File: src/hw/rtl/bmp_fb_pkg.sv
// Shared types and constants for the BMP pixel stream to framebuffer block.
// Used by bmp_fb_unpack, bmp_fb_addr and bmp_pixel_stream_to_framebuffer.
`default_nettype none

package bmp_fb_pkg;

   // Default screen geometry.
   localparam int DEFAULT_SCREEN_WIDTH  = 800;
   localparam int DEFAULT_SCREEN_HEIGHT = 480;

   // Largest image dimension handled.
   localparam logic [11:0] MAX_DIM = 12'd2048;

   // Register reset values.
   localparam logic [11:0] RESET_IMAGE_WIDTH  = 12'd800;
   localparam logic [12:0] RESET_IMAGE_HEIGHT = 13'd480;

   // Configuration port geometry and register indexes.
   localparam int CSR_INDEX_W = 3;
   localparam int CSR_DATA_W  = 13;

   localparam logic [CSR_INDEX_W-1:0] REG_IMAGE_WIDTH  = 3'd0;
   localparam logic [CSR_INDEX_W-1:0] REG_IMAGE_HEIGHT = 3'd1;
   localparam logic [CSR_INDEX_W-1:0] REG_DEPTH_IS_32  = 3'd2;
   localparam logic [CSR_INDEX_W-1:0] REG_ORIGIN_X     = 3'd3;
   localparam logic [CSR_INDEX_W-1:0] REG_ORIGIN_Y     = 3'd4;

   // Field widths of the result item.
   localparam int ADDR_W  = 19;
   localparam int COLOR_W = 32;

   // Width of screen coordinates carried between stages.
   localparam int COORD_W = 12;

   // Configuration registers as one bundle.
   typedef struct packed {
      logic [11:0]        image_width;
      logic signed [12:0] image_height;
      logic               depth_is_32;
      logic [9:0]         origin_x;
      logic [9:0]         origin_y;
   } cfg_type;

   // One finished pixel, before the address is formed.
   typedef struct packed {
      logic [COORD_W-1:0] sx;
      logic [COORD_W-1:0] sy;
      logic               visible;
      logic [COLOR_W-1:0] color;
      logic               last;
   } pixel_type;

   // One result item.
   typedef struct packed {
      logic [ADDR_W-1:0]  write_address;
      logic [COLOR_W-1:0] argb_color;
      logic               visible;
      logic               last_pixel;
   } result_type;

endpackage

`default_nettype wire

File: src/hw/rtl/bmp_fb_unpack.sv
// Byte gatherer, row and column tracking and screen placement of each pixel.
// Depends on bmp_fb_pkg; feeds bmp_fb_addr through a registered pixel stage.
`default_nettype none

module bmp_fb_unpack #(
   parameter int SCREEN_WIDTH  = bmp_fb_pkg::DEFAULT_SCREEN_WIDTH,
   parameter int SCREEN_HEIGHT = bmp_fb_pkg::DEFAULT_SCREEN_HEIGHT
) (
   input  wire logic                  clock,
   input  wire logic                  reset,
   input  wire bmp_fb_pkg::cfg_type   cfg,
   input  wire logic                  in_valid,
   input  wire logic [7:0]            in_byte,
   output logic                       in_ready,
   output logic                       pix_valid,
   output bmp_fb_pkg::pixel_type      pix,
   input  wire logic                  pix_ready
);

   logic [1:0]  phase_ff, phase_in;
   logic [23:0] partial_ff, partial_in;
   logic [10:0] col_ff, col_in;
   logic [10:0] row_ff, row_in;
   logic [1:0]  pad_ff, pad_in;
   logic        finished_ff, finished_in;
   logic        pix_valid_ff, pix_valid_in;
   bmp_fb_pkg::pixel_type pix_ff, pix_in;

   logic [11:0] w_eff;
   logic [12:0] h_mag;
   logic [11:0] ah;
   logic        gather;
   logic        row_end;
   logic        img_end;
   logic [11:0] sx;
   logic [13:0] sy;
   logic        vis;
   logic        in_fire;

   // The pixel stage takes a new item when empty or when its item leaves.
   assign in_ready = !pix_valid_ff || pix_ready;
   assign in_fire  = in_valid && in_ready;

   // Effective image geometry and the placement of the current pixel.
   always_comb begin
      if (cfg.image_width == 12'd0) begin
         w_eff = 12'd1;
      end else if (cfg.image_width > bmp_fb_pkg::MAX_DIM) begin
         w_eff = bmp_fb_pkg::MAX_DIM;
      end else begin
         w_eff = cfg.image_width;
      end

      h_mag = cfg.image_height[12] ? (~cfg.image_height + 13'd1) : cfg.image_height;
      ah    = (h_mag > 13'(bmp_fb_pkg::MAX_DIM)) ? bmp_fb_pkg::MAX_DIM : h_mag[11:0];

      // 32-bit pixels gather three bytes, 24-bit pixels two.
      gather  = cfg.depth_is_32 ? (phase_ff != 2'd3) : (phase_ff < 2'd2);

      row_end = ({1'b0, col_ff} + 12'd1) >= w_eff;
      img_end = row_end && (({1'b0, row_ff} + 12'd1) >= ah);

      // Bottom-up images are flipped; sy may go negative.
      sx = 12'(cfg.origin_x) + 12'(col_ff);
      if (cfg.image_height[12]) begin
         sy = 14'(cfg.origin_y) + 14'(row_ff);
      end else begin
         sy = 14'(cfg.origin_y) + 14'(ah) - 14'd1 - 14'(row_ff);
      end
      vis = ({1'b0, sx} < 13'(SCREEN_WIDTH)) && !sy[13]
            && (sy[12:0] < 13'(SCREEN_HEIGHT));
   end

   // Stream state update and the pixel register.
   always_comb begin
      phase_in     = phase_ff;
      partial_in   = partial_ff;
      col_in       = col_ff;
      row_in       = row_ff;
      pad_in       = pad_ff;
      finished_in  = finished_ff;
      pix_valid_in = pix_valid_ff && !pix_ready;
      pix_in       = pix_ff;

      if (in_fire && !finished_ff && (ah != 12'd0)) begin
         if (pad_ff != 2'd0) begin
            pad_in = pad_ff - 2'd1;
         end else if (gather) begin
            case (phase_ff)
               2'd0:    partial_in = partial_ff | {16'd0, in_byte};
               2'd1:    partial_in = partial_ff | {8'd0, in_byte, 8'd0};
               2'd2:    partial_in = partial_ff | {in_byte, 16'd0};
               default: partial_in = partial_ff;
            endcase
            phase_in = phase_ff + 2'd1;
         end else begin
            // Final byte: alpha for 32-bit pixels, red for 24-bit ones.
            pix_valid_in = 1'b1;
            pix_in.sx      = sx;
            pix_in.sy      = sy[11:0];
            pix_in.visible = vis;
            pix_in.last    = img_end;
            if (cfg.depth_is_32) begin
               pix_in.color = {in_byte, partial_ff};
            end else begin
               pix_in.color = {8'd0, partial_ff | {in_byte, 16'd0}};
            end
            phase_in   = 2'd0;
            partial_in = 24'd0;
            if (img_end) begin
               finished_in = 1'b1;
            end else if (row_end) begin
               col_in = 11'd0;
               row_in = row_ff + 11'd1;
               // 24-bit rows need width mod 4 bytes of padding.
               pad_in = cfg.depth_is_32 ? 2'd0 : w_eff[1:0];
            end else begin
               col_in = col_ff + 11'd1;
            end
         end
      end
   end

   // Control state is cleared at reset; the pixel payload is not.
   always_ff @(posedge clock) begin
      if (reset) begin
         phase_ff     <= 2'd0;
         partial_ff   <= 24'd0;
         col_ff       <= 11'd0;
         row_ff       <= 11'd0;
         pad_ff       <= 2'd0;
         finished_ff  <= 1'b0;
         pix_valid_ff <= 1'b0;
      end else begin
         phase_ff     <= phase_in;
         partial_ff   <= partial_in;
         col_ff       <= col_in;
         row_ff       <= row_in;
         pad_ff       <= pad_in;
         finished_ff  <= finished_in;
         pix_valid_ff <= pix_valid_in;
      end
   end

   always_ff @(posedge clock) begin
      pix_ff <= pix_in;
   end

   assign pix_valid = pix_valid_ff;
   assign pix       = pix_ff;

`ifndef SYNTHESIS
   // Once the image is done the block stays done until reset.
   a_finished_sticks: assert property (@(posedge clock) disable iff (reset)
      finished_ff |=> finished_ff)
      else $error("image finished flag cleared without reset");

   // Row padding is only skipped between whole pixels.
   a_pad_between_pixels: assert property (@(posedge clock) disable iff (reset)
      (pad_ff != 2'd0) |-> (phase_ff == 2'd0))
      else $error("padding pending in the middle of a pixel");

   // A final pixel in the stage means the image has been closed.
   a_last_closes_image: assert property (@(posedge clock) disable iff (reset)
      (pix_valid_ff && pix_ff.last) |-> finished_ff)
      else $error("last pixel issued without finishing the image");
`endif

endmodule

`default_nettype wire

File: src/hw/rtl/bmp_fb_addr.sv
// Framebuffer address stage and result register (row * screen width + column).
// Depends on bmp_fb_pkg; takes pixels from bmp_fb_unpack.
`default_nettype none

module bmp_fb_addr #(
   parameter int SCREEN_WIDTH = bmp_fb_pkg::DEFAULT_SCREEN_WIDTH
) (
   input  wire logic                  clock,
   input  wire logic                  reset,
   input  wire logic                  pix_valid,
   input  wire bmp_fb_pkg::pixel_type pix,
   output logic                       pix_ready,
   output logic                       res_valid,
   output bmp_fb_pkg::result_type     res,
   input  wire logic                  res_ready
);

   localparam int PROD_W = 2 * bmp_fb_pkg::COORD_W + 1;

   logic                   res_valid_ff, res_valid_in;
   bmp_fb_pkg::result_type res_ff, res_in;
   logic [PROD_W-1:0]      linear;

   assign pix_ready = !res_valid_ff || res_ready;

   // Linear word index; off-screen pixels report address zero.
   always_comb begin
      linear = PROD_W'(pix.sy) * PROD_W'(SCREEN_WIDTH) + PROD_W'(pix.sx);

      res_valid_in = res_valid_ff && !res_ready;
      res_in       = res_ff;
      if (pix_valid && pix_ready) begin
         res_valid_in         = 1'b1;
         res_in.write_address = pix.visible ? linear[bmp_fb_pkg::ADDR_W-1:0]
                                            : '0;
         res_in.argb_color    = pix.color;
         res_in.visible       = pix.visible;
         res_in.last_pixel    = pix.last;
      end
   end

   always_ff @(posedge clock) begin
      if (reset) begin
         res_valid_ff <= 1'b0;
      end else begin
         res_valid_ff <= res_valid_in;
      end
   end

   always_ff @(posedge clock) begin
      res_ff <= res_in;
   end

   assign res_valid = res_valid_ff;
   assign res       = res_ff;

endmodule

`default_nettype wire

File: src/hw/rtl/bmp_pixel_stream_to_framebuffer.sv
// Top level: BMP pixel byte stream in, framebuffer writes out.
// Depends on bmp_fb_pkg, bmp_fb_unpack and bmp_fb_addr.
//
// Usage. The req channel takes the BMP pixel array one byte per item,
// row padding included. The rsp channel gives one item per finished pixel:
// word address, ARGB colour, a visible flag in tuser and tlast on the final
// pixel of the image. Bytes after the final pixel are taken and dropped.
// The csr channel writes the header values (width, height, depth, origin);
// it is always ready. The user must write it only while no pixel is in
// flight; the block itself does not enforce this. A pixel's result is
// held first in the pixel register, loaded at the edge that takes the
// pixel's last byte, and then in the result register of the address stage.
// Throughput: one byte per cycle while req_tready is high, set by the
// single pass through the byte gatherer; each stage advances when the
// stage after it is empty or being emptied. Reset clears the stream
// position and loads the header defaults (800 x 480, 24-bit, origin 0,0).
// When the receiver stalls, the result register holds, then the pixel
// register fills, and req_tready falls only once both are occupied.
`default_nettype none

module bmp_pixel_stream_to_framebuffer #(
   parameter int SCREEN_WIDTH  = bmp_fb_pkg::DEFAULT_SCREEN_WIDTH,
   parameter int SCREEN_HEIGHT = bmp_fb_pkg::DEFAULT_SCREEN_HEIGHT
) (
   input  wire logic                              clock,
   input  wire logic                              reset,
   // Fields from bit 0: pixel_byte[7:0].
   input  wire logic [7:0]                        req_tdata,
   input  wire logic                              req_tvalid,
   output logic                                   req_tready,
   // Fields from bit 0: write_address[18:0], argb_color[50:19], zero fill.
   output logic [55:0]                            rsp_tdata,
   // Fields from bit 0: visible.
   output logic                                   rsp_tuser,
   output logic                                   rsp_tlast,
   output logic                                   rsp_tvalid,
   input  wire logic                              rsp_tready,
   input  wire logic                              csr_valid,
   output logic                                   csr_ready,
   input  wire logic [bmp_fb_pkg::CSR_INDEX_W-1:0] csr_index,
   input  wire logic [bmp_fb_pkg::CSR_DATA_W-1:0]  csr_data
);

   bmp_fb_pkg::cfg_type    cfg_ff, cfg_in;
   bmp_fb_pkg::pixel_type  pix;
   bmp_fb_pkg::result_type res;
   logic                   pix_valid;
   logic                   pix_ready;

   assign csr_ready = 1'b1;

   // Header register writes; unknown indexes are ignored.
   always_comb begin
      cfg_in = cfg_ff;
      if (csr_valid && csr_ready) begin
         case (csr_index)
            bmp_fb_pkg::REG_IMAGE_WIDTH:  cfg_in.image_width  = csr_data[11:0];
            bmp_fb_pkg::REG_IMAGE_HEIGHT: cfg_in.image_height = csr_data[12:0];
            bmp_fb_pkg::REG_DEPTH_IS_32:  cfg_in.depth_is_32  = csr_data[0];
            bmp_fb_pkg::REG_ORIGIN_X:     cfg_in.origin_x     = csr_data[9:0];
            bmp_fb_pkg::REG_ORIGIN_Y:     cfg_in.origin_y     = csr_data[9:0];
            default: ;
         endcase
      end
   end

   always_ff @(posedge clock) begin
      if (reset) begin
         cfg_ff.image_width  <= bmp_fb_pkg::RESET_IMAGE_WIDTH;
         cfg_ff.image_height <= bmp_fb_pkg::RESET_IMAGE_HEIGHT;
         cfg_ff.depth_is_32  <= 1'b0;
         cfg_ff.origin_x     <= 10'd0;
         cfg_ff.origin_y     <= 10'd0;
      end else begin
         cfg_ff <= cfg_in;
      end
   end

   bmp_fb_unpack #(
      .SCREEN_WIDTH  (SCREEN_WIDTH),
      .SCREEN_HEIGHT (SCREEN_HEIGHT)
   ) u_unpack (
      .clock     (clock),
      .reset     (reset),
      .cfg       (cfg_ff),
      .in_valid  (req_tvalid),
      .in_byte   (req_tdata),
      .in_ready  (req_tready),
      .pix_valid (pix_valid),
      .pix       (pix),
      .pix_ready (pix_ready)
   );

   bmp_fb_addr #(
      .SCREEN_WIDTH (SCREEN_WIDTH)
   ) u_addr (
      .clock     (clock),
      .reset     (reset),
      .pix_valid (pix_valid),
      .pix       (pix),
      .pix_ready (pix_ready),
      .res_valid (rsp_tvalid),
      .res       (res),
      .res_ready (rsp_tready)
   );

   // Result packing.
   assign rsp_tdata = {5'd0, res.argb_color, res.write_address};
   assign rsp_tuser = res.visible;
   assign rsp_tlast = res.last_pixel;

endmodule

`default_nettype wire

File: config.mk
export PLATFORM = sky130hd
export DESIGN_NAME = bmp_pixel_stream_to_framebuffer
export DESIGN_NICKNAME = d
export VERILOG_FILES = /design/src/hw/rtl/bmp_fb_pkg.sv /design/src/hw/rtl/bmp_fb_unpack.sv /design/src/hw/rtl/bmp_fb_addr.sv /design/src/hw/rtl/bmp_pixel_stream_to_framebuffer.sv
export SDC_FILE = /design/constraint.sdc
export NUM_CORES = 1
export LEC_CHECK = 0
export BUFFER_PORTS_ARGS = -buffer_cell sky130_fd_sc_hd__clkbuf_2
export CORE_UTILIZATION = 29
export DETAILED_ROUTE_END_ITERATION = 6
export PLACE_DENSITY = 0.5
export SLEW_MARGIN = 10
export SYNTH_ARGS = -nofsm -noshare
export SYNTH_HDL_FRONTEND = slang
export SYNTH_SLANG_ARGS = --single-unit
File: constraint.sdc
create_clock -name clock -period 15.1 [get_ports clock]
set_clock_uncertainty 0.15 [all_clocks]
set_input_delay 0.755 -clock clock [delete_from_list [all_inputs] [get_ports clock]]
set_output_delay 0.755 -clock clock [all_outputs]
set_load 0.02 [all_outputs]
==> results of run 1 <==
-- power by group --
part / internal, uW / switching (uW) / leakage [uW]
clock: 376 / 237 / 0.000404
sequential: 618 / 10.3 / 0.00180
combinational: 68.5 / 97.9 / 0.00353
-- state kept, by name, summed over array words and instances, names as in the netlist --
signal	flops
cfg_ff	46
u_addr.res	53
u_addr.res_valid	1
u_unpack.col_ff	11
u_unpack.finished_ff	1
u_unpack.pad_ff	2
u_unpack.partial_ff	24
u_unpack.phase_ff	2
u_unpack.pix	58
u_unpack.pix_valid	1
u_unpack.row_ff	11
-- synthesized netlist by cell type (6+ instances only) --
master	number
nand2b_1	13
edfxtp_1	111
mux2i_1	9
nand3b_1	12
xor2_1	32
inv_1	90
and3_1	12
a21o_1	31
dfxtp_1	99
ha_1	109
fa_1	11
or3_1	7
xnor2_1	48
buf_4	7
or2_2	14
nor3_1	20
a211oi_1	6
a31oi_1	6
nor2_1	91
nor4_1	9
and2_1	27
nand3_1	37
a21oi_1	125
nand2_1	145
buf_2	7
o21ai_0	37
clkbuf_1	31
nor2b_1	19
a21boi_0	6
-- placed cells by master, fill, tap and decap left out, drive strengths merged, types with 37 or more instances in the layout --
cell	count
nand3	37
nor2	92
o21ai	39
clkbuf	114
inv	95
ha	109
xnor2	48
edfxtp	111
a21oi	126
nand2	145
dfxtp	99
-- critical path, delay by kind of cell, from the launching register on --
family	cells	cell delay, ns
buf+inv	2	0.16
xor+xnor	1	0.09
fa+ha+maj	3	0.92
simple gates	9	1.33
mux	1	0.29
compound gates	12	2.91
flops	1	0.46
-- layout make-up --
type | count | area share [%]
clock buffers | 31 | 4.68
clock inverters | 14 | 1.30
inverters | 93 | 2.51
multi-input cells | 926 | 45.3
flip-flops and latches | 210 | 38.2
well taps | 532 | 4.78
repair buffers | 88 | 3.25
-- routing by layer --
metal | vias to the layer above | routed length, um | part of all wire (%) | track usage [%]
li1 | 4596 | - | - | -
met1 | 4132 | 14200 | 49 | 18.6
met2 | 146 | 13200 | 45 | 22.2
met3 | 43 | 1030 | 3.5 | 1.97
met4 | 0 | 851 | 2.9 | 4.92
met5 | - | 0 | 0 | 0
-- cells by family (layout without fill, tap and decap cells) --
family	Yosys count	count (layout)	share of synthesized area, %
flip-flops	210	210	43.6
multiplexers	12	12	1.02
AND/OR/NAND/NOR	435	435	17.6
XOR/XNOR	80	80	5.75
adder cells (fa/ha/maj)	120	120	13.0
buffers and inverters	143	226	4.87
AO/OA/AOI/OAI	273	273	14.1
other	2	6	0.0616
-- metrics by stage --
step	total power [uW]	util (%)	hold WS [ns]
floorplan	766	-	0.250
global placement	805	31.8	0.252
detailed placement	807	31.8	0.256
CTS	1420	33.9	0.270
global route	1470	33.9	0.275
finish	1410	33.9	0.268
-- how the worst max path moves through the flow --
stage                                  from                         end  slack [ns]  cells past startpoint
CTS                 cfg_ff[22]$_SDFFE_PP0P_  u_unpack.pix[33]$_DFFE_PP_        8.63                     27
detailed placement  cfg_ff[21]$_SDFFE_PP0P_  u_unpack.pix[33]$_DFFE_PP_        8.67                     27
global route        cfg_ff[23]$_SDFFE_PP0P_  u_unpack.pix[33]$_DFFE_PP_        7.86                     26
global placement    cfg_ff[21]$_SDFFE_PP0P_  u_unpack.pix[33]$_DFFE_PP_        8.80                     27
finish              cfg_ff[21]$_SDFFE_PP0P_  u_unpack.pix[33]$_DFFE_PP_        8.58                     28
floorplan           cfg_ff[21]$_SDFFE_PP0P_  u_unpack.pix[33]$_DFFE_PP_        9.34                     29
==> impl_metrics.py, run 1 <==
metrics = {
    "cells_and_area": {
        "nets": 1493,
        "n_fill_cell": 4264,
        "diodes": 0,
        "drive_gt1_share_pct": 12.0,
        "design_area_um2": 13900,
        "area_growth_syn_to_layout_pct": 14.2,
        "layout.cells.non_filler": 1894,
        "regArea_um2": 5320,
        "multi_input_area_um2": 6310,
    },
    "floorplanning": {
        "start_util_pct": 29.7,
        "core.rowCount": 74,
        "die_w_um": 207,
        "coreArea_um2": 41100,
        "die_h_um": 207,
        "pin_count": 90,
        "dieArea_um2": 42900,
    },
    "worst_setup_path": {
        "path_class": "flip-flop to flip-flop",
        "worstPathMaxFanout": 11,
        "startpoint_type": "flip-flop",
        "r2r_end": "u_unpack.pix[33]$_DFFE_PP_",
        "r2r_cells": 28,
        "rrSetupSlack_ns": 8.58,
        "cp.arrival_ns": 6.72,
        "cpMaxStageDelayCell": "a21oi_1",
        "required_ns": 15.30,
        "r2r-start": "cfg_ff[21]$_SDFFE_PP0P_",
        "crit_path_max_incr_delay_ns": 0.59,
        "cp-end-kind": "flip-flop",
    },
    "clocking": {
        "htreeDepth": 1,
        "insertion_delay_ns": 0.53,
        "cts_tree": "yes",
        "ctsResizeCount": 0,
        "hold_buffers": 0,
        "cts_setup_buffers": 0,
        "cts_sinks": 210,
        "clockBufferDepth": 3,
        "cts_root_buffer": "clkbuf_16",
        "cts_made_buffers": 25,
        "path_clk_slew_ns": 0.06,
    },
    "sta": {
        "rsz0062_at_grt": "false",
        "final.min_clock_period_ns": 6.52,
        "min_period_over_period_pct": 43.2,
        "tns_ns": 0,
        "drv_slew": 0,
        "layout_setup_ws_ns": 8.58,
        "tightestPinTransition_ns": 0.925,
        "final-hold-violation-count": 0,
        "fmax_mhz": 153,
        "slew_headroom_pct": 37.6,
        "setup_viol": 0,
    },
    "grt": {
        "grt_pass1_wl_um": 47400,
        "grt_pass1_vias": 8693,
        "grt_usage_pct": 13.7,
        "antenna_found_initial": 0,
        "grt-ovfl-total": 0,
        "grt_max_degree": 80,
    },
    "hold_path": {
        "whs_endpoint": "u_addr.res[10]$_DFFE_PP_",
        "min_path_type": "flip-flop to flip-flop",
        "whs_path_depth": 0,
        "hp-start": "u_unpack.pix[9]$_DFFE_PP_",
    },
    "yosys": {
        "synth_area_leaders": "edfxtp_1, dfxtp_1, ha_1",
        "synthArstFlopShare_pct": 0,
        "synth.distinct_cells": 78,
        "synth.cell_area_um2": 12200,
        "synth-main-ff-cell": "edfxtp_1",
        "yosysSeqAreaShare_pct": 43.6,
        "synth_edf_count": 111,
        "ys_seq_elements": 210,
        "avgSynthCellArea_um2": 9.56,
        "yosysTopAreaCell": "edfxtp_1",
        "syn_inst": 1275,
        "synth_top_area_share_pct": 27.3,
        "synth_warnings": 0,
    },
    "routing": {
        "vias_per_cell": 4.71,
        "initialDrtViolationCount": 499,
        "drt_wl_total_um": 29300,
        "drc": 1,
        "drt_first_pass_iters": 7,
        "wl_per_cell_um": 15.5,
        "vias": 8917,
        "drtAntennaViolNets": 0,
    },
    "pwr": {
        "leakagePower_uw": 0.00573,
        "ir_drop_mv": 0.0542,
        "power.density_nw_per_um2": 101,
    },
    "placement": {
        "place_area_um2": 13100,
        "io_buffers": 83,
        "place_inst": 1849,
        "dp_slack_ns": 8.67,
        "place_congestion": 0.845,
        "hpwl_um": 22000,
    },
    "outcome": {
        "violations": "DRC",
        "status": "complete, but fails checks",
    },
    "flow_run": {
        "cap_viol_max_count": 0,
    },
}
(Power assumes the default switching activity.)
==> inputs of run 2 (changes only) <==
ABC_AREA = 1   (was not set)
PLACE_DENSITY = 0.52   (was 0.5)
clock period = 5.28 ns   (was 15.1 ns; I/O delays follow)
==> run 2 against run 1 <==
Compared with the run above:
- the flow now finishes without violations
- sequential power grew to 2.9 times the previous value
- synthesized cell count is 16% higher
- clock power grew to 2.9 times the previous value
- first-iteration DRC count is 17% lower
- core utilization is 0.45 points higher
==> impl_metrics.py, run 2 <==
metrics = {
    "outcome": {
        "status": "finished, final reports clean",
    },
    "grt": {
        "use_met1_pct": 20.3,
        "grt-ovfl-total": 0,
        "grtUsageMet2_pct": 22.4,
        "grt_pass1_vias": 9287,
        "grt.busiest_layer": "met2",
        "grt_pass1_wl_um": 49300,
        "grt_max_degree": 54,
        "use_met3_pct": 2.17,
        "grt_usage_pct": 14.2,
        "antenna_found_initial": 0,
    },
    "yosys": {
        "avgSynthCellArea_um2": 8.31,
        "yosysTopAreaCell": "edfxtp_1",
        "ys_seq_elements": 210,
        "synthArstFlopShare_pct": 0,
        "synth-main-ff-cell": "edfxtp_1",
        "synth_most_common_cell": "nand2_1",
        "synth.cell_area_um2": 12300,
        "synth_area_leaders": "edfxtp_1, dfxtp_1, ha_1",
        "synth_edf_count": 111,
        "synth_top_area_share_pct": 27.0,
        "synth.top_cells.by_count": "nand2_1, inv_1, nor2_1",
        "yosysSeqAreaShare_pct": 43.1,
        "syn_inst": 1484,
        "synth.distinct_cells": 50,
        "synth_warnings": 0,
    },
    "pwr": {
        "leakagePower_uw": 0.00638,
        "ir_drop_mv": 0.195,
        "power.density_nw_per_um2": 302,
    },
    "clocking": {
        "cts_sinks": 210,
        "cts_made_buffers": 24,
        "cts_root_buffer": "clkbuf_16",
        "cts_tree": "yes",
        "htreeDepth": 1,
        "insertion_delay_ns": 0.52,
        "path_clk_slew_ns": 0.06,
        "clockBufferDepth": 3,
    },
    "cells_and_area": {
        "diodes": 0,
        "layout_commonest_cell": "nand2_1",
        "n_fill_cell": 4357,
        "area_growth_syn_to_layout_pct": 16.7,
        "drive_gt1_share_pct": 11.1,
        "final_util_pct": 34.3,
        "nets": 1737,
        "largest_reg_flops": 58,
        "final_cell_mix": "nand2_1, inv_1, nor2_1, a21oi_1, edfxtp_1",
    },
    "worst_setup_path": {
        "cpMaxStageDelayCell": "ha_1",
        "path_common_cell": "nand2_1",
        "cp-end-kind": "flip-flop",
        "required_ns": 5.41,
        "path_class": "flip-flop to flip-flop",
        "worstPathMaxFanout": 13,
        "crit_path_max_incr_delay_ns": 0.37,
        "cp.arrival_ns": 4.91,
        "startpoint_type": "flip-flop",
    },
    "sta": {
        "final.min_clock_period_ns": 4.78,
        "final-hold-violation-count": 0,
        "slew_headroom_pct": 35.5,
        "setup_viol": 0,
        "fmax_mhz": 209,
        "tns_ns": 0,
        "drv_slew": 0,
        "min_period_over_period_pct": 90.6,
        "tightestPinTransition_ns": 0.967,
    },
    "floorplanning": {
        "start_util_pct": 29.4,
        "dieArea_um2": 43400,
        "core.rowCount": 75,
        "coreArea_um2": 41900,
        "die_h_um": 208,
        "pin_count": 90,
        "die_w_um": 208,
    },
    "routing": {
        "wl_per_cell_um": 14.3,
        "drtAntennaViolNets": 0,
        "drt_wl_total_um": 30800,
        "vias_per_cell": 4.62,
        "initialDrtViolationCount": 416,
        "drt_first_pass_iters": 5,
        "vias": 9910,
        "drc": 0,
    },
    "placement": {
        "place_congestion": 0.836,
        "hpwl_um": 23600,
        "io_buffers": 83,
    },
    "hold_path": {
        "min_path_type": "primary input to flip-flop",
    },
    "flow_run": {
        "cap_viol_max_count": 0,
    },
}
[run 2: final cells by class]
class | instances | area, um2 | area share [%]
Timing Repair Buffer | 113 | 696 | 4.83
Sequential cell | 210 | 5320 | 36.9
Clock buffer | 36 | 749 | 5.21
Multi-Input combinational cell | 1028 | 6060 | 42.1
Inverter | 211 | 798 | 5.54
Clock inverter | 8 | 100 | 0.695
Tap cell | 539 | 674 | 4.68
[run 2: cell families after synthesis]
group,Yosys count,synth area share (%)
adder cells (fa/ha/maj),120,12.8
multiplexers,1,0.0811
XOR/XNOR,50,3.55
buffers and inverters,250,8.23
AND/OR/NAND/NOR,589,20.7
other,2,0.0609
flip-flops,210,43.1
AO/OA/AOI/OAI,262,11.5
[run 2: report_power, final]
group | switching, uW | total, uW | leakage (uW) | internal [uW]
Combinational | 484 | 759 | 0.00414 | 275
Clock | 682 | 1760 | 0.000416 | 1080
Sequential | 37.9 | 1830 | 0.00183 | 1790
[run 2: through the flow]
step	setup slack, ns	power [uW]	std cells	cell area (um2)	hold WS [ns]
global placement	0.388	2590	2077	13300	0.252
CTS	0.266	4400	2143	14300	0.00436
global route	-0.0108	4590	2145	14400	0.0270
finish	0.498	4350	2145	14400	0.0260
floorplan	0.962	2420	1488	12400	0.227
detailed placement	0.287	2600	2077	13300	0.255
[run 2: repair_timing]
action	CTS	global route
endpoints found under the setup margin	0	3
setup buffers	0	2
gates resized for setup	0	9
hold buffers	22	0
endpoints found under the hold margin	49	0
[run 2: critical path, delay by kind of cell, from the launching register on]
family                   cells  cell delay (ns)
adder cells (fa/ha/maj)      3             0.91
XOR/XNOR                     1             0.18
AO/OA/AOI/OAI                6             0.83
flip-flops                   1             0.34
buffers and inverters        6             0.58
AND/OR/NAND/NOR             18             1.53
[run 2: layer usage]
metal	vias up	wire, um
met5	-	0
met4	0	537
met3	33	1330
met2	210	13500
met1	4525	15400
li1	5142	-
[run 2: path summary, 6_finish.rpt]
kind / depth (start not counted) / slack, ns / start / to
min reg2reg: 0 / 0.26 / u_unpack.pix[15]$_DFFE_PP_ / u_addr.res[16]$_DFFE_PP_
max reg2reg: 34 / 0.50 / cfg_ff[21]$_SDFFE_PP0P_ / u_unpack.pix[33]$_DFFE_PP_
min: 4 / 0.03 / csr_index[0] / cfg_ff[20]$_SDFFE_PP0P_
max: 34 / 0.50 / cfg_ff[21]$_SDFFE_PP0P_ / u_unpack.pix[33]$_DFFE_PP_
==> inputs of run 3 (changes only) <==
==> constraint.sdc (replaced) <==
create_clock -name clock -period 5.28 [get_ports clock]
set_clock_uncertainty 0.15 [all_clocks]
set_input_delay 0.528 -clock clock [delete_from_list [all_inputs] [get_ports clock]]
set_output_delay 0.528 -clock clock [all_outputs]
set_load 0.02 [all_outputs]
==> run 3 against run 2 <==
Compared with the run above:
- worst setup slack improved by 0.0090 ns
- largest power group unchanged
- core utilization fell by 0.52 points
- wire length fell by 0.27%
- critical path type unchanged
- sequential cell count did not move
- highest routed layer unchanged
- critical endpoint unchanged
==> impl_metrics.py, run 3 (synthesis gave the netlist of run 2 again) <==
metrics = {
    "worst_setup_path": {
        "cpMaxStageDelayCell": "ha_1",
        "startpoint_type": "flip-flop",
        "required_ns": 5.41,
        "worstPathMaxFanout": 13,
        "path_class": "flip-flop to flip-flop",
        "cp.arrival_ns": 4.90,
        "cp-end-kind": "flip-flop",
        "path_common_cell": "nand2_1",
        "crit_path_max_incr_delay_ns": 0.37,
    },
    "hold_path": {
        "min_path_type": "primary input to flip-flop",
    },
    "routing": {
        "drt_wl_total_um": 30700,
        "drtAntennaViolNets": 0,
        "vias": 9801,
        "wl_per_cell_um": 14.4,
        "initialDrtViolationCount": 474,
        "drc": 0,
        "drt_first_pass_iters": 5,
        "vias_per_cell": 4.62,
    },
    "floorplanning": {
        "coreArea_um2": 41900,
        "core.rowCount": 75,
        "dieArea_um2": 43400,
        "die_w_um": 208,
        "die_h_um": 208,
        "pin_count": 90,
        "start_util_pct": 29.4,
    },
    "grt": {
        "antenna_found_initial": 0,
        "grt_pass1_wl_um": 49100,
        "grt_pass1_vias": 9237,
        "grt_usage_pct": 14.1,
        "grt_max_degree": 54,
        "grt-ovfl-total": 0,
    },
    "sta": {
        "tightestPinTransition_ns": 0.929,
        "final.min_clock_period_ns": 4.77,
        "final-hold-violation-count": 0,
        "slew_headroom_pct": 38.0,
        "min_period_over_period_pct": 90.4,
        "fin_hold_ws_ns": 0.136,
        "drv_slew": 0,
        "setup_viol": 0,
        "fmax_mhz": 210,
        "layout_setup_ws_ns": 0.507,
    },
    "pwr": {
        "p_clk_share_pct": 40.7,
        "ir_drop_mv": 0.198,
        "p_sw_share_pct": 27.7,
        "switchingPower_uw": 1200,
        "sequentialPowerShare_pct": 42.1,
        "power.density_nw_per_um2": 306,
        "leakagePower_uw": 0.00629,
        "p_comb_share_pct": 17.2,
        "p_int_uw": 3140,
    },
    "clocking": {
        "cts_made_buffers": 24,
        "cts_root_buffer": "clkbuf_16",
        "htreeDepth": 1,
        "insertion_delay_ns": 0.52,
        "clockBufferDepth": 3,
        "hold_buffers": 0,
        "cts_tree": "yes",
        "path_clk_slew_ns": 0.06,
        "cts_sinks": 210,
    },
    "cells_and_area": {
        "area_growth_syn_to_layout_pct": 14.9,
        "layout.cells.non_filler": 2123,
        "largest_reg_flops": 58,
        "diodes": 0,
        "final_cell_mix": "nand2_1, inv_1, nor2_1, a21oi_1, edfxtp_1",
        "nets": 1715,
        "layout_commonest_cell": "nand2_1",
        "drive_gt1_share_pct": 11.3,
        "n_fill_cell": 4368,
    },
    "placement": {
        "place_congestion": 0.836,
        "hpwl_um": 23600,
        "io_buffers": 83,
        "dp_slack_ns": 0.287,
        "place_inst": 2077,
    },
    "outcome": {
        "status": "finished, final reports clean",
    },
    "flow_run": {
        "cap_viol_max_count": 0,
    },
}
==> run 3: metrics by stage <==
| step | TNS [ns] | utilization, % | area (um2) | total power (uW) |
|---|---|---|---|---|
| floorplan | 0 | - | 12400 | 2420 |
| finish | 0 | 33.8 | 14200 | 4340 |
| detailed placement | 0 | 31.7 | 13300 | 2600 |
| global placement | 0 | 31.7 | 13300 | 2590 |
| CTS | 0 | 33.7 | 14100 | 4390 |
| global route | -0.0108 | 33.8 | 14200 | 4580 |
==> run 3: final timing paths <==
kind	from	to	slack (ns)	cells after the start
max	cfg_ff[21]$_SDFFE_PP0P_	u_unpack.pix[33]$_DFFE_PP_	0.51	34
min	csr_data[10]	cfg_ff[44]$_SDFFE_PP0P_	0.14	3
max reg2reg	cfg_ff[21]$_SDFFE_PP0P_	u_unpack.pix[33]$_DFFE_PP_	0.51	34
min reg2reg	u_unpack.pix[15]$_DFFE_PP_	u_addr.res[16]$_DFFE_PP_	0.26	0
==> run 3: cell type report <==
class	count	area, um2	share of cell area (%)
well taps	539	674	4.76
multi-input cells	1028	6060	42.8
clock inverters	8	100	0.706
clock buffers	36	749	5.29
repair buffers	91	475	3.35
flip-flops and latches	210	5320	37.5
inverters	211	798	5.63
==> run 3: what timing repair did <==
item	CTS	global route
setup buffers	0	2
setup endpoints to repair	0	3
hold endpoints to repair	0	0
resized for setup	0	9
==> run 3: worst max-delay path, delay by kind of cell, from the launching register on <==
family | cells | cell delay [ns]
AND/OR/NAND/NOR | 18 | 1.53
adder cells (fa/ha/maj) | 3 | 0.91
AO/OA/AOI/OAI | 6 | 0.82
buffers and inverters | 6 | 0.58
flip-flops | 1 | 0.34
XOR/XNOR | 1 | 0.18
==> run 3: routing by layer <==
layer	GRT usage [%]	share of wire (%)	vias to the layer above
met5	0	0	-
met4	2.96	1.9	0
met3	2.20	4.2	37
met2	22.3	44	184
met1	20.2	50	4491
li1	-	-	5089
==> run 3: power groups by stage <==
stage | Sequential [uW] | Clock (uW) | Combinational, uW
finish | 1830 | 1760 | 746
global route | 1830 | 1880 | 862
CTS | 1830 | 1820 | 742
detailed placement | 1860 | 0 | 737
global placement | 1860 | 0 | 727
floorplan | 1860 | 0 | 559
